==> src/hdl/srlm_pkg.sv <==
// Shared types and constants of the stereo RMS level meter.
`default_nettype none

package srlm_pkg;

	// Field widths of the channels and registers.
	localparam int SAMPLE_W    = 16;
	localparam int HALF_W      = 15;
	localparam int SQ_W        = 29;
	localparam int LEVEL_W     = 15;
	localparam int SCALED_W    = 16;
	localparam int FRAME_W     = 16;
	localparam int KEEP_W      = 16;
	localparam int FS_W        = 15;
	localparam int CFG_IDX_W   = 1;
	localparam int CFG_DATA_W  = 16;

	// Square root unit: a 30-bit radicand gives a 15-bit root, one bit a step.
	localparam int RAD_W       = 30;
	localparam int ROOT_W      = 15;
	localparam int ROOT_REM_W  = 18;
	localparam int ROOT_CNT_W  = 4;

	// Smoothing multiplier and sum.
	localparam int MUL_A_W     = 17;
	localparam int MUL_B_W     = 16;
	localparam int PROD_W      = 33;
	localparam int ACC_W       = 34;
	localparam int ROUND_BIT   = 16;

	// Dividend width of the scaling divide: a level shifted up by 16 bits.
	localparam int SCALE_NUM_W = 31;

	localparam logic [KEEP_W-1:0]    KEEP_RESET    = 16'd60948;
	localparam logic [FS_W-1:0]      FS_RESET      = 15'd5571;
	localparam logic [LEVEL_W-1:0]   LEVEL_MAX     = 15'h7FFF;
	localparam logic [SCALED_W-1:0]  SCALED_MAX    = 16'hFFFF;
	localparam logic [MUL_A_W-1:0]   KEEP_ONE      = 17'h10000;

	// Configuration register indexes.
	localparam logic [CFG_IDX_W-1:0] CFG_SMOOTH_KEEP = 1'b0;
	localparam logic [CFG_IDX_W-1:0] CFG_FULL_SCALE  = 1'b1;

	typedef enum logic [3:0] {
		ST_IDLE,
		ST_FLUSH,
		ST_MEAN_LOAD,
		ST_MEAN_DIV,
		ST_ROOT_LOAD,
		ST_ROOT,
		ST_MUL_OLD,
		ST_MUL_RMS,
		ST_SMOOTH,
		ST_SCALE_LOAD,
		ST_SCALE_DIV,
		ST_OUTPUT
	} srlm_state_t;

	typedef struct packed {
		logic accept;
		logic mean_load;
		logic root_load;
		logic mul_old;
		logic mul_rms;
		logic smooth;
		logic scale_load;
		logic out_load;
	} srlm_cmd_t;

	typedef struct packed {
		logic div_done;
		logic root_done;
		logic out_free;
	} srlm_sts_t;

endpackage

`default_nettype wire

==> src/hdl/srlm_in_if.sv <==
// Sample pair channel: valid, ready and one stereo pair.
`default_nettype none

interface srlm_in_if
	import srlm_pkg::*;
	();

	logic                       valid;
	logic                       ready;
	logic signed [SAMPLE_W-1:0] left_sample;
	logic signed [SAMPLE_W-1:0] right_sample;
	logic                       last_in_frame;

	modport source (
		output valid, left_sample, right_sample, last_in_frame,
		input  ready
	);

	modport sink (
		input  valid, left_sample, right_sample, last_in_frame,
		output ready
	);

endinterface

`default_nettype wire

==> src/hdl/srlm_out_if.sv <==
// Level result channel: valid, ready and one set of frame levels.
`default_nettype none

interface srlm_out_if
	import srlm_pkg::*;
	();

	logic                valid;
	logic                ready;
	logic [LEVEL_W-1:0]  rms_level;
	logic [LEVEL_W-1:0]  smoothed_level;
	logic [SCALED_W-1:0] scaled_level;
	logic [FRAME_W-1:0]  frame_number;

	modport source (
		output valid, rms_level, smoothed_level, scaled_level, frame_number,
		input  ready
	);

	modport sink (
		input  valid, rms_level, smoothed_level, scaled_level, frame_number,
		output ready
	);

endinterface

`default_nettype wire

==> src/hdl/srlm_ctrl.sv <==
// Frame sequencer of the level meter.
`default_nettype none

module srlm_ctrl
	import srlm_pkg::*;
(
	input  wire logic      clk,
	input  wire logic      arst_n,
	input  wire logic      in_valid,
	input  wire logic      in_last,
	input  wire srlm_sts_t sts,
	output logic           in_ready,
	output srlm_cmd_t      cmd
);

	srlm_state_t state_q;
	srlm_state_t state_d;

	always_ff @(posedge clk or negedge arst_n) begin
		if (!arst_n) begin
			state_q <= ST_IDLE;
		end else begin
			state_q <= state_d;
		end
	end

	always_comb begin
		state_d  = state_q;
		in_ready = 1'b0;
		cmd      = '0;
		unique case (state_q)
			ST_IDLE: begin
				in_ready = 1'b1;
				if (in_valid) begin
					cmd.accept = 1'b1;
					if (in_last) begin
						state_d = ST_FLUSH;
					end
				end
			end
			ST_FLUSH: begin
				state_d = ST_MEAN_LOAD;
			end
			ST_MEAN_LOAD: begin
				cmd.mean_load = 1'b1;
				state_d       = ST_MEAN_DIV;
			end
			ST_MEAN_DIV: begin
				if (sts.div_done) begin
					state_d = ST_ROOT_LOAD;
				end
			end
			ST_ROOT_LOAD: begin
				cmd.root_load = 1'b1;
				state_d       = ST_ROOT;
			end
			ST_ROOT: begin
				if (sts.root_done) begin
					state_d = ST_MUL_OLD;
				end
			end
			ST_MUL_OLD: begin
				cmd.mul_old = 1'b1;
				state_d     = ST_MUL_RMS;
			end
			ST_MUL_RMS: begin
				cmd.mul_rms = 1'b1;
				state_d     = ST_SMOOTH;
			end
			ST_SMOOTH: begin
				cmd.smooth = 1'b1;
				state_d    = ST_SCALE_LOAD;
			end
			ST_SCALE_LOAD: begin
				cmd.scale_load = 1'b1;
				state_d        = ST_SCALE_DIV;
			end
			ST_SCALE_DIV: begin
				if (sts.div_done) begin
					state_d = ST_OUTPUT;
				end
			end
			ST_OUTPUT: begin
				if (sts.out_free) begin
					cmd.out_load = 1'b1;
					state_d      = ST_IDLE;
				end
			end
			default: begin
				state_d = ST_IDLE;
			end
		endcase
	end

endmodule

`default_nettype wire

==> src/hdl/srlm_div.sv <==
// Restoring divider, one quotient bit per cycle.
`default_nettype none

module srlm_div #(
	parameter int DIVIDEND_W = 40,
	parameter int DIVISOR_W  = 15
) (
	input  wire logic                  clk,
	input  wire logic                  arst_n,
	input  wire logic                  load,
	input  wire logic [DIVIDEND_W-1:0] dividend,
	input  wire logic [DIVISOR_W-1:0]  divisor,
	output logic      [DIVIDEND_W-1:0] quotient,
	output logic                       done
);

	localparam int CNT_W = $clog2(DIVIDEND_W + 1);

	logic [DIVIDEND_W-1:0] quo_q;
	logic [DIVISOR_W:0]    rem_q;
	logic [DIVISOR_W-1:0]  dvs_q;
	logic [CNT_W-1:0]      cnt_q;
	logic [DIVISOR_W:0]    rem_sh;
	logic [DIVISOR_W:0]    rem_diff;
	logic                  fits;

	// The remainder stays below the divisor, so its top bit is free for the shift.
	assign rem_sh   = {rem_q[DIVISOR_W-1:0], quo_q[DIVIDEND_W-1]};
	assign fits     = (rem_sh >= {1'b0, dvs_q});
	assign rem_diff = rem_sh - {1'b0, dvs_q};
	assign done     = (cnt_q == '0);
	assign quotient = quo_q;

	always_ff @(posedge clk or negedge arst_n) begin
		if (!arst_n) begin
			cnt_q <= '0;
		end else if (load) begin
			cnt_q <= CNT_W'(DIVIDEND_W);
		end else if (!done) begin
			cnt_q <= cnt_q - 1'b1;
		end
	end

	always_ff @(posedge clk) begin
		if (load) begin
			quo_q <= dividend;
			rem_q <= '0;
			dvs_q <= divisor;
		end else if (!done) begin
			quo_q <= {quo_q[DIVIDEND_W-2:0], fits};
			rem_q <= fits ? rem_diff : rem_sh;
		end
	end

endmodule

`default_nettype wire

==> src/hdl/srlm_dp.sv <==
// Datapath of the level meter: accumulation, root, smoothing, scaling, output.
`default_nettype none

module srlm_dp
	import srlm_pkg::*;
#(
	parameter int MAX_FRAME_PAIRS = 1024
) (
	input  wire logic                       clk,
	input  wire logic                       arst_n,
	input  wire logic                       cfg_we,
	input  wire logic [CFG_IDX_W-1:0]       cfg_index,
	input  wire logic [CFG_DATA_W-1:0]      cfg_data,
	input  wire logic signed [SAMPLE_W-1:0] left_sample,
	input  wire logic signed [SAMPLE_W-1:0] right_sample,
	input  wire srlm_cmd_t                  cmd,
	input  wire logic                       out_ready,
	output srlm_sts_t                       sts,
	output logic                            out_valid,
	output logic [LEVEL_W-1:0]              rms_level,
	output logic [LEVEL_W-1:0]              smoothed_level,
	output logic [SCALED_W-1:0]             scaled_level,
	output logic [FRAME_W-1:0]              frame_number
);

	localparam int CNT_W = $clog2(2 * MAX_FRAME_PAIRS + 1);
	localparam int SUM_W = $clog2(MAX_FRAME_PAIRS) + SQ_W + 1;
	localparam int DIV_W = (SUM_W > SCALE_NUM_W) ? SUM_W : SCALE_NUM_W;
	localparam int DVS_W = (CNT_W > FS_W) ? CNT_W : FS_W;
	localparam logic [CNT_W-1:0] SAMPLE_LIMIT = CNT_W'(2 * MAX_FRAME_PAIRS);

	// Configuration registers.
	logic [KEEP_W-1:0] keep_q;
	logic [FS_W-1:0]   fs_q;

	always_ff @(posedge clk or negedge arst_n) begin
		if (!arst_n) begin
			keep_q <= KEEP_RESET;
			fs_q   <= FS_RESET;
		end else if (cfg_we) begin
			if (cfg_index == CFG_SMOOTH_KEEP) begin
				keep_q <= cfg_data;
			end else begin
				fs_q <= cfg_data[FS_W-1:0];
			end
		end
	end

	// Square stage: halve each sample, square it, register both squares.
	logic signed [HALF_W-1:0]   half_l;
	logic signed [HALF_W-1:0]   half_r;
	logic signed [2*HALF_W-1:0] prod_l;
	logic signed [2*HALF_W-1:0] prod_r;
	logic [SQ_W-1:0]            sq_l_s1;
	logic [SQ_W-1:0]            sq_r_s1;
	logic                       sq_vld_s1;
	logic [SUM_W-1:0]           sum_q;
	logic [CNT_W-1:0]           count_q;
	logic                       take;

	assign half_l = left_sample[SAMPLE_W-1:1];
	assign half_r = right_sample[SAMPLE_W-1:1];
	assign prod_l = half_l * half_l;
	assign prod_r = half_r * half_r;
	assign take   = cmd.accept && (count_q < SAMPLE_LIMIT);

	always_ff @(posedge clk) begin
		if (take) begin
			sq_l_s1 <= prod_l[SQ_W-1:0];
			sq_r_s1 <= prod_r[SQ_W-1:0];
		end
	end

	always_ff @(posedge clk or negedge arst_n) begin
		if (!arst_n) begin
			sq_vld_s1 <= 1'b0;
			sum_q     <= '0;
			count_q   <= '0;
		end else begin
			sq_vld_s1 <= take;
			if (cmd.out_load) begin
				sum_q   <= '0;
				count_q <= '0;
			end else begin
				if (sq_vld_s1) begin
					sum_q <= sum_q + SUM_W'(sq_l_s1) + SUM_W'(sq_r_s1);
				end
				if (take) begin
					count_q <= count_q + CNT_W'(2);
				end
			end
		end
	end

	// Shared divider: mean square first, then the scaled level.
	logic [LEVEL_W-1:0] smooth_q;
	logic               div_load;
	logic [DIV_W-1:0]   div_num;
	logic [DVS_W-1:0]   div_den;
	logic [DIV_W-1:0]   div_quo;
	logic               div_done;

	assign div_load = cmd.mean_load || cmd.scale_load;
	assign div_num  = cmd.mean_load ? DIV_W'(sum_q)
	                                : DIV_W'({smooth_q, 16'h0000});
	assign div_den  = cmd.mean_load ? DVS_W'(count_q) : DVS_W'(fs_q);

	srlm_div #(
		.DIVIDEND_W (DIV_W),
		.DIVISOR_W  (DVS_W)
	) u_div (
		.clk      (clk),
		.arst_n   (arst_n),
		.load     (div_load),
		.dividend (div_num),
		.divisor  (div_den),
		.quotient (div_quo),
		.done     (div_done)
	);

	// Square root, two radicand bits per cycle. The mean is at most 2^28.
	logic [RAD_W-1:0]      rad_q;
	logic [ROOT_REM_W-1:0] rrem_q;
	logic [ROOT_W-1:0]     root_q;
	logic [ROOT_CNT_W-1:0] rcnt_q;
	logic [ROOT_REM_W-1:0] rrem_sh;
	logic [ROOT_REM_W-1:0] rtrial;
	logic                  rfits;
	logic                  root_done;

	assign rrem_sh   = {rrem_q[ROOT_REM_W-3:0], rad_q[RAD_W-1 -: 2]};
	assign rtrial    = {1'b0, root_q, 2'b01};
	assign rfits     = (rrem_sh >= rtrial);
	assign root_done = (rcnt_q == '0);

	always_ff @(posedge clk or negedge arst_n) begin
		if (!arst_n) begin
			rcnt_q <= '0;
		end else if (cmd.root_load) begin
			rcnt_q <= ROOT_CNT_W'(ROOT_W);
		end else if (!root_done) begin
			rcnt_q <= rcnt_q - 1'b1;
		end
	end

	always_ff @(posedge clk) begin
		if (cmd.root_load) begin
			rad_q  <= div_quo[RAD_W-1:0];
			rrem_q <= '0;
			root_q <= '0;
		end else if (!root_done) begin
			rad_q  <= {rad_q[RAD_W-3:0], 2'b00};
			rrem_q <= rfits ? (rrem_sh - rtrial) : rrem_sh;
			root_q <= {root_q[ROOT_W-2:0], rfits};
		end
	end

	// Smoothing: one shared multiplier, keep*old then (1-keep)*rms.
	logic [MUL_A_W-1:0] mul_a;
	logic [MUL_B_W-1:0] mul_b;
	logic [PROD_W-1:0]  mul_p;
	logic [PROD_W-1:0]  prod_q;
	logic [PROD_W-1:0]  prod_old_q;
	logic [ACC_W-1:0]   acc;
	logic [ACC_W-ROUND_BIT-1:0] acc_hi;
	logic [LEVEL_W-1:0] smooth_next;

	assign mul_a = cmd.mul_rms ? (KEEP_ONE - MUL_A_W'(keep_q)) : MUL_A_W'(keep_q);
	assign mul_b = cmd.mul_rms ? MUL_B_W'(root_q) : MUL_B_W'(smooth_q);
	assign mul_p = mul_a * mul_b;

	always_ff @(posedge clk) begin
		if (cmd.mul_old || cmd.mul_rms) begin
			prod_q <= mul_p;
		end
		if (cmd.mul_rms) begin
			prod_old_q <= prod_q;
		end
	end

	assign acc    = ACC_W'(prod_old_q) + ACC_W'(prod_q) + (ACC_W'(1) << (ROUND_BIT - 1));
	assign acc_hi = acc[ACC_W-1:ROUND_BIT];
	assign smooth_next = (acc_hi > (ACC_W-ROUND_BIT)'(LEVEL_MAX)) ? LEVEL_MAX
	                                                              : acc_hi[LEVEL_W-1:0];

	always_ff @(posedge clk or negedge arst_n) begin
		if (!arst_n) begin
			smooth_q <= '0;
		end else if (cmd.smooth) begin
			smooth_q <= smooth_next;
		end
	end

	// Scaled level, saturated; a zero full scale maps any nonzero level to the top.
	logic [SCALED_W-1:0] scaled_next;

	always_comb begin
		if (fs_q == '0) begin
			scaled_next = (smooth_q == '0) ? '0 : SCALED_MAX;
		end else if (|div_quo[DIV_W-1:SCALED_W]) begin
			scaled_next = SCALED_MAX;
		end else begin
			scaled_next = div_quo[SCALED_W-1:0];
		end
	end

	// Result register and frame counter.
	logic [FRAME_W-1:0] frames_q;
	logic               out_valid_q;

	always_ff @(posedge clk or negedge arst_n) begin
		if (!arst_n) begin
			frames_q    <= '0;
			out_valid_q <= 1'b0;
		end else if (cmd.out_load) begin
			frames_q    <= frames_q + 1'b1;
			out_valid_q <= 1'b1;
		end else if (out_ready) begin
			out_valid_q <= 1'b0;
		end
	end

	always_ff @(posedge clk) begin
		if (cmd.out_load) begin
			rms_level      <= root_q;
			smoothed_level <= smooth_q;
			scaled_level   <= scaled_next;
			frame_number   <= frames_q + 1'b1;
		end
	end

	assign out_valid     = out_valid_q;
	assign sts.div_done  = div_done;
	assign sts.root_done = root_done;
	assign sts.out_free  = !out_valid_q || out_ready;

endmodule

`default_nettype wire

==> src/hdl/stereo_rms_level_meter.sv <==
// Top level of the stereo RMS level meter: sequencer and datapath.
//
// Usage: stereo sample pairs (Q1.15) come in on the samples channel, one item
// per valid/ready handshake. A pair without last_in_frame is taken while the
// sequencer is idle; its halved squares are registered and added to the frame
// sum in the following cycle. Once a frame holds MAX_FRAME_PAIRS pairs,
// further pairs are taken but not summed. The pair with last_in_frame set
// closes the frame: the sequencer runs the mean divide and the scaling divide
// on one shared bit-serial divider, W bits wide with W = 40 at the default
// and W = max(31, log2(MAX_FRAME_PAIRS) + 30), and a 15-step square root.
// The result item then goes to the output register; no pair is taken before.
// The levels channel carries rms_level, smoothed_level, scaled_level and
// frame_number. The output register lets the next frame accumulate while a
// result waits; if the receiver still holds the previous result when the next
// one is ready, the sequencer waits in its output step until it is taken.
// Configuration writes (cfg_we, cfg_index, cfg_data) are taken at once.
// Reset clears the sums, the smoothed level and the frame count, and restores
// the default smoothing weight and full scale.
`default_nettype none

module stereo_rms_level_meter
	import srlm_pkg::*;
#(
	parameter int MAX_FRAME_PAIRS = 1024
) (
	input  wire logic                  clk,
	input  wire logic                  arst_n,
	srlm_in_if.sink                    samples,
	srlm_out_if.source                 levels,
	input  wire logic                  cfg_we,
	input  wire logic [CFG_IDX_W-1:0]  cfg_index,
	input  wire logic [CFG_DATA_W-1:0] cfg_data
);

	srlm_cmd_t cmd;
	srlm_sts_t sts;
	logic      in_ready;

	assign samples.ready = in_ready;

	// The sequencer only sees handshake state and unit status.
	srlm_ctrl u_ctrl (
		.clk      (clk),
		.arst_n   (arst_n),
		.in_valid (samples.valid),
		.in_last  (samples.last_in_frame),
		.sts      (sts),
		.in_ready (in_ready),
		.cmd      (cmd)
	);

	srlm_dp #(
		.MAX_FRAME_PAIRS (MAX_FRAME_PAIRS)
	) u_dp (
		.clk            (clk),
		.arst_n         (arst_n),
		.cfg_we         (cfg_we),
		.cfg_index      (cfg_index),
		.cfg_data       (cfg_data),
		.left_sample    (samples.left_sample),
		.right_sample   (samples.right_sample),
		.cmd            (cmd),
		.out_ready      (levels.ready),
		.sts            (sts),
		.out_valid      (levels.valid),
		.rms_level      (levels.rms_level),
		.smoothed_level (levels.smoothed_level),
		.scaled_level   (levels.scaled_level),
		.frame_number   (levels.frame_number)
	);

endmodule

`default_nettype wire
==> src/flat_wrapper.sv <==
// flat-port wrapper written by rule: the top's interface ports become plain ports
module stereo_rms_level_meter_flat import srlm_pkg::*;
#(
	parameter int MAX_FRAME_PAIRS = 1024
)
  (clk, arst_n, cfg_we, cfg_index, cfg_data, samples_valid, samples_left_sample, samples_right_sample, samples_last_in_frame, samples_ready, levels_valid, levels_rms_level, levels_smoothed_level, levels_scaled_level, levels_frame_number, levels_ready);
  srlm_in_if samples_i ();
  srlm_out_if levels_i ();
  input  wire logic clk;
  input  wire logic arst_n;
  input  wire logic cfg_we;
  input  wire logic [CFG_IDX_W-1:0] cfg_index;
  input  wire logic [CFG_DATA_W-1:0] cfg_data;
  input wire logic [$bits(samples_i.valid)-1:0] samples_valid;
  input wire logic [$bits(samples_i.left_sample)-1:0] samples_left_sample;
  input wire logic [$bits(samples_i.right_sample)-1:0] samples_right_sample;
  input wire logic [$bits(samples_i.last_in_frame)-1:0] samples_last_in_frame;
  output wire logic [$bits(samples_i.ready)-1:0] samples_ready;
  output wire logic [$bits(levels_i.valid)-1:0] levels_valid;
  output wire logic [$bits(levels_i.rms_level)-1:0] levels_rms_level;
  output wire logic [$bits(levels_i.smoothed_level)-1:0] levels_smoothed_level;
  output wire logic [$bits(levels_i.scaled_level)-1:0] levels_scaled_level;
  output wire logic [$bits(levels_i.frame_number)-1:0] levels_frame_number;
  input wire logic [$bits(levels_i.ready)-1:0] levels_ready;
  assign samples_i.valid = samples_valid;
  assign samples_i.left_sample = samples_left_sample;
  assign samples_i.right_sample = samples_right_sample;
  assign samples_i.last_in_frame = samples_last_in_frame;
  assign samples_ready = samples_i.ready;
  assign levels_valid = levels_i.valid;
  assign levels_rms_level = levels_i.rms_level;
  assign levels_smoothed_level = levels_i.smoothed_level;
  assign levels_scaled_level = levels_i.scaled_level;
  assign levels_frame_number = levels_i.frame_number;
  assign levels_i.ready = levels_ready;
  stereo_rms_level_meter #(.MAX_FRAME_PAIRS(MAX_FRAME_PAIRS)) u_core (.clk(clk), .arst_n(arst_n), .samples(samples_i), .levels(levels_i), .cfg_we(cfg_we), .cfg_index(cfg_index), .cfg_data(cfg_data));
endmodule
==> config.mk <==
export PLATFORM = sky130hd
export DESIGN_NAME = stereo_rms_level_meter_flat
export DESIGN_NICKNAME = d
export VERILOG_FILES = /design/src/hdl/srlm_pkg.sv /design/src/hdl/srlm_in_if.sv /design/src/hdl/srlm_out_if.sv /design/src/hdl/srlm_ctrl.sv /design/src/hdl/srlm_div.sv /design/src/hdl/srlm_dp.sv /design/src/hdl/stereo_rms_level_meter.sv /design/src/flat_wrapper.sv
export SDC_FILE = /design/constraint.sdc
export NUM_CORES = 2
export LEC_CHECK = 0
export ABC_AREA = 1
export BUFFER_PORTS_ARGS = -buffer_cell sky130_fd_sc_hd__buf_4
export CORE_MARGIN = 5
export CORE_UTILIZATION = 60
export DETAILED_ROUTE_END_ITERATION = 8
export GPL_TIMING_DRIVEN = 0
export PLACE_DENSITY_LB_ADDON = 0.08
export SYNTH_ARGS = -nofsm -noshare
export SYNTH_HDL_FRONTEND = slang
export SYNTH_SLANG_ARGS = --single-unit
==> constraint.sdc <==
create_clock -name clk -period 12.1 [get_ports clk]
set_input_delay 1.815 -clock clk [delete_from_list [all_inputs] [get_ports clk]]
set_output_delay 1.815 -clock clk [all_outputs]
set_load 0.02 [all_outputs]
# [After elaboration in Yosys (flattened, before gate mapping)]
# Cells that the tools add are included.
# W data, S select, Z words.
[totals] register_bits=447 latchBits=0 mem_bits_rw=0 rom_bits=0 inputBits=55 output_inout_bits=64 elab_cells=123 memories=0
[op_classes] addsub=11 multipliers=3 n_div=0 magnitude_cmp=4 eq_ne=19 n_shift=0 muxes=42 n_bitwise=1 reduce_logical=17
[ops] cell="$mux W40" n=5
[ops] cell="$add A40 B29 Y40" n=2
[ops] cell="$mux W16" n=4
[ops] cell="$mux W30" n=2
[ops] cell="$mul A15 B15 Y29" n=2
[ops] cell="$pmux W4 S12" n=1
[ops] cell="$mux W15" n=3
[ops] cell="$mux W12" n=3
[ops] cell="$add A33 B33 Y34" n=1
[ops] cell="$add A34 B16 Y34 const B" n=1
[ops] cell="$mul A17 B15 Y32" n=1
[ops] cell="$mux W4" n=8
[ops] cell="$logic_not A15 Y1" n=2
[ops] cell="$reduce_or A24 Y1" n=1
[ops] cell="$ge A18 B17 Y1" n=1
[ops] cell="$gt A18 B15 Y1 const B" n=1
[ops] cell="$mux W17" n=1
[ops] cell="$sub A17 B16 Y17 const A" n=1
[ops] cell="$add A16 B1 Y16 const B" n=1
[ops] cell="$eq A4 B3 Y1 const B" n=4
[ops] cell="$eq A4 B4 Y1 const B" n=4
[ops] cell="$ge A16 B15 Y1" n=1
[ops] cell="$sub A16 B16 Y16" n=1
[ops] cell="$sub A15 B15 Y15" n=1
[ops] cell="other kinds (19)" n=45

# [Depth between registers and ports, before layout]
[depth] ltp_word=5 ltp_mapped=38 mapped_depth_nobuf=36

# [Modules after synthesis]
# Synthesis repeated with hierarchy kept, for this count alone.
[unflattened] cells_unflattened=5756 area_unflattened_um2=48382.7
[by_module_without_submodules] module="srlm_dp" instances=1 cells_per_inst=5162 area_per_inst_um2=43763.2 seq_area_each_um2=9983.3
[by_module_without_submodules] module="srlm_div" instances=1 cells_per_inst=531 area_per_inst_um2=4225.3 seq_area_each_um2=2102.0
[by_module_without_submodules] module="srlm_ctrl" instances=1 cells_per_inst=63 area_per_inst_um2=394.1 seq_area_each_um2=100.1

# [Worst setup path before layout]
# No wires, ideal clock.
[synth_path] path_kind="input to register" startpoint="input port samples_left_sample[15]" endpoint="register u_core.u_dp.sq_l_s1[28], data pin" setup_time_ns=0.263 t_arrival_ns=6.994 t_required_ns=11.837 setup_slack_ns=4.844 cell_stages=23 n_path_buf=2 cell_sequence="clkbuf_1 -> clkbuf_1 -> nand2_1 -> inv_1 -> fa_1 -> fa_1 -> inv_1 -> fa_1 -> fa_1 -> inv_1 -> fa_1 -> inv_1 -> fa_1 -> inv_1 -> ha_1 -> nand2_1 -> inv_1 -> nand3_1 -> nor3_1 -> nand4_1 -> nand3_1 -> a21oi_1 -> xor2_1"
[synth_between] elab_chain_len=1
[synth_rtl] element="start, declared" line="flat_wrapper.sv:15" source="input wire logic [$bits(samples_i.left_sample)-1:0] samples_left_sample;"
[synth_rtl] element="$mul A15 B15 Y29" line="srlm_dp.sv:63" source="assign prod_l = half_l * half_l;"
[synth_rtl] element="named net u_core.u_dp.prod_l[28]" line="srlm_dp.sv:52" source="logic signed [2*HALF_W-1:0] prod_l;"
[synth_rtl] element="end signal, assigned" line="srlm_dp.sv:69" source="sq_l_s1 <= prod_l[SQ_W-1:0];"
[synth_rtl] element="end, declared" line="srlm_dp.sv:54" source="logic [SQ_W-1:0] sq_l_s1;"
# The timed path passes the listed nets, and every way through them passes these cells.
# A chain may end at the register's enable or synchronous reset.

# [Worst setup path in the final report]
[layout_path] startpoint="register u_core.u_dp.keep_q[0]" endpoint="register u_core.u_dp.prod_q[27], data pin"
[layout_between] elab_chain_len=3
[layout_rtl] element="start, declared" line="srlm_dp.sv:33" source="logic [KEEP_W-1:0] keep_q;"
[layout_rtl] element="start signal, assigned" line="srlm_dp.sv:42" source="keep_q <= cfg_data;"
[layout_rtl] element="$sub A17 B16 Y17" line="srlm_dp.sv:168" source="assign mul_a = cmd.mul_rms ? (KEEP_ONE - MUL_A_W'(keep_q)) : MUL_A_W'(keep_q);"
[layout_rtl] element="$mux W17 (*)" line="srlm_dp.sv:168"
[layout_rtl] element="$mul A17 B15 Y32 (*)" line="srlm_dp.sv:170" source="assign mul_p = mul_a * mul_b;"
[layout_rtl] element="named net u_core.u_dp.mul_p[27]" line="srlm_dp.sv:161" source="logic [PROD_W-1:0] mul_p;"
[layout_rtl] element="end signal, assigned" line="srlm_dp.sv:174" source="prod_q <= mul_p;"
[layout_rtl] element="end, declared" line="srlm_dp.sv:162" source="logic [PROD_W-1:0] prod_q;"
# Mark *: on every way through the listed nets, which the timed path passes. The rest lies on a longest branch.

==> impl_metrics.tcl <==
set metrics [dict create \
    worst_ep_required_time_ps 12410 \
    overflow 0 \
    wl_per_cell_um 17.9 \
    viasPerCell 5.38 \
    grt_setup_unrepaired "false" \
    area_growth_pct 7.92 \
    n_antenna_cell 0 \
    drt_wl_total_um 122000 \
    cts_tree "built" \
    cp_slowest_cell "fa_1" \
    setup_violations 0 \
    syn_avg_cell_area_sq_um 8.54 \
    finalCritPeriodShare 0.674 \
    slowest_delay_ps 550 \
    start_util 0.604 \
    grt_max_degree 80 \
    min_path_type "flop to flop" \
    synth.area.top_cells "fa_1 (26%), edfxtp_1 (17%), ha_1 (10%)" \
    hold_viol 0 \
    slew_viol_final 0 \
    grt_pass1_wl_um 198000 \
    grt_pass1_vias 37400 \
    ys_ff_latch 442 \
    path_class "flop to flop" \
    max-cap-violations 0 \
    final_core_util 0.652 \
    skew_ps 40.3 \
    crit_buf_inv 9 \
    core_area_sq_mm 0.0787 \
    r2r_slack_ps 3950 \
    num_rows 103 \
    fillers 6849 \
    cp-end-kind "flop" \
    path_max_fanout 10 \
    io_buffers 110 \
    htreeDepth 2 \
    yosysMostFrequentCell "inv_1" \
    yosys_warnings 0 \
    setup_tns_ps 0 \
    synth_top_area_share 0.258 \
    syn_inst 5571 \
    cts_buffers 46 \
    antenna_found_initial 1 \
    cp.arrival_ps 8460 \
    root_buffer "clkbuf_16" \
    cts_max_path_buffers 3 \
    track_usage 0.290 \
    synth_top_flop_cell "edfxtp_1" \
    die_x_um 292 \
    synth_common_cells "inv_1 (1244), nand2_1 (1135), fa_1 (612)" \
    dieHeight_um 292 \
    post-cts-setup-buffer-count 0 \
    syn-cell-area_sq_mm 0.0476 \
    die_area_sq_mm 0.0850 \
    async_reset_ff_frac 0.292 \
    max_slew_margin 0.283 \
    worst_pin_slew_ps 1070 \
    startpoint_type "flop" \
    crit_family "adder cells" \
    gp_congestion 0.932 \
    cts_resized 0 \
    nets 6781 \
    clk_pin_slew_ps 70 \
    synth_edf_count 267 \
    period_minus_slack_ps 8150 \
    clock_latency_ps 590 \
    drc_errors 0 \
    num_vias 36700 \
    drtIter0Drc 2410 \
    dpl.hpwl_um 101000 \
    syn_nets 6620 \
    ctsHoldBuffers 0 \
    ant_nets 0 \
    boundaryPins 119 \
    status "complete, no violations" \
    fmax_mhz 123 \
    synthDistinctLibCells 62 \
    yosysSeqAreaShare 0.256 \
    cts_sinks 442 \
    detail_route.first_pass.iterations 5 \
    drive_above_1_share 0.0620 \
    yosysTopAreaCell "fa_1" \
]
## placed cells by master (no fill, tap or decap), types with 18 or more instances in the layout
cell type / n
a21oi_1: 236
dfrtp_1: 114
nor3_1: 39
o21ai_1: 26
inv_2: 28
clkbuf_1: 79
o22ai_1: 42
a21o_1: 21
xor2_1: 95
edfxtp_1: 267
o21bai_1: 18
buf_2: 34
nand4_1: 44
xnor2_1: 48
fa_1: 612
nand2_1: 1135
nand3_1: 132
inv_1: 1242
dfxtp_1: 46
nor2_1: 438
o21ai_0: 287
ha_1: 382
clkbuf_16: 47
buf_4: 118
## stage by stage
step                worst slack, ps  hold WS (ps)  std cells  instance area [sq um]
floorplan                      4840           408       5571                  47600
global placement               3550           412       6731                  49700
detailed placement             3460           415       6734                  49800
CTS                            4030           433       6820                  51300
global route                   3520           444       6820                  51300
finish                         3950           433       6820                  51300
## registers in the layout, indices dropped and copies added, names as in the netlist, 4 cells and up
name / flops
u_core.u_dp.root_q: 15
u_core.u_dp.scaled_level: 16
u_core.u_dp.u_div.quotient: 40
u_core.u_ctrl.state_q: 4
u_core.u_dp.count_q: 11
u_core.u_dp.rad_q: 30
u_core.u_dp.u_div.cnt_q: 6
u_core.u_dp.rrem_q: 16
u_core.u_dp.smooth_q: 15
u_core.u_dp.keep_q: 16
u_core.u_dp.sum_q: 40
u_core.u_dp.frames_q: 16
u_core.u_dp.rcnt_q: 4
u_core.u_dp.fs_q: 15
u_core.u_dp.frame_number: 16
u_core.u_dp.u_div.rem_q: 15
u_core.u_dp.sq_r_s1: 28
u_core.u_dp.rms_level: 15
u_core.u_dp.prod_q: 32
u_core.u_dp.sq_l_s1: 28
u_core.u_dp.u_div.dvs_q: 15
u_core.u_dp.prod_old_q: 32
u_core.u_dp.smoothed_level: 15
## metal layers
layer,global-route usage,share of wire,vias to the layer above
li1,-,-,17600
met4,0.0730,0.029,2
met2,0.483,0.47,1141
met3,0.0405,0.066,186
met5,0,0.00016,-
met1,0.408,0.43,17800
## path summary, 6_finish.rpt
| check | start | end | depth (start not counted) |
|---|---|---|---|
| setup reg to reg | u_core.u_dp.keep_q[0] | u_core.u_dp.prod_q[27] | 32 |
| hold / removal | u_core.u_dp.root_q[13] | u_core.u_dp.rms_level[13] | 0 |
| hold reg to reg | u_core.u_dp.root_q[13] | u_core.u_dp.rms_level[13] | 0 |
| setup / recovery | u_core.u_dp.keep_q[0] | u_core.u_dp.prod_q[27] | 32 |
| max in group asynchronous | arst_n | u_core.u_dp.keep_q[9] | 2 |
| min in group asynchronous | arst_n | u_core.u_dp.frames_q[14] | 1 |
## cell type report
class / instances / area [sq um] / area share
multi-input combinational: 3733 / 30000 / 0.585
sequential: 442 / 12200 / 0.237
clock buffer: 59 / 1250 / 0.0244
tap: 1050 / 1310 / 0.0256
inverter: 1275 / 4790 / 0.0933
buffer: 121 / 561 / 0.0109
clock inverter: 27 / 293 / 0.00570
timing repair buffer: 113 / 897 / 0.0175
## logic make-up (layout without fill, tap and decap cells)
kind of cell,Yosys count,in the layout,synth area share
AND/OR/NAND/NOR,1888,1888,0.165
AO/OA/AOI/OAI,706,706,0.0821
buffers and inverters,1396,1595,0.112
other,2,2,0.000158
adder cells (fa/ha/maj),994,994,0.358
flip-flops,442,442,0.256
XOR/XNOR,143,143,0.0263
Power is left out: the tool's default activity adds up to more than one toggle a clock period on the data nets, which glitch-free logic cannot reach.
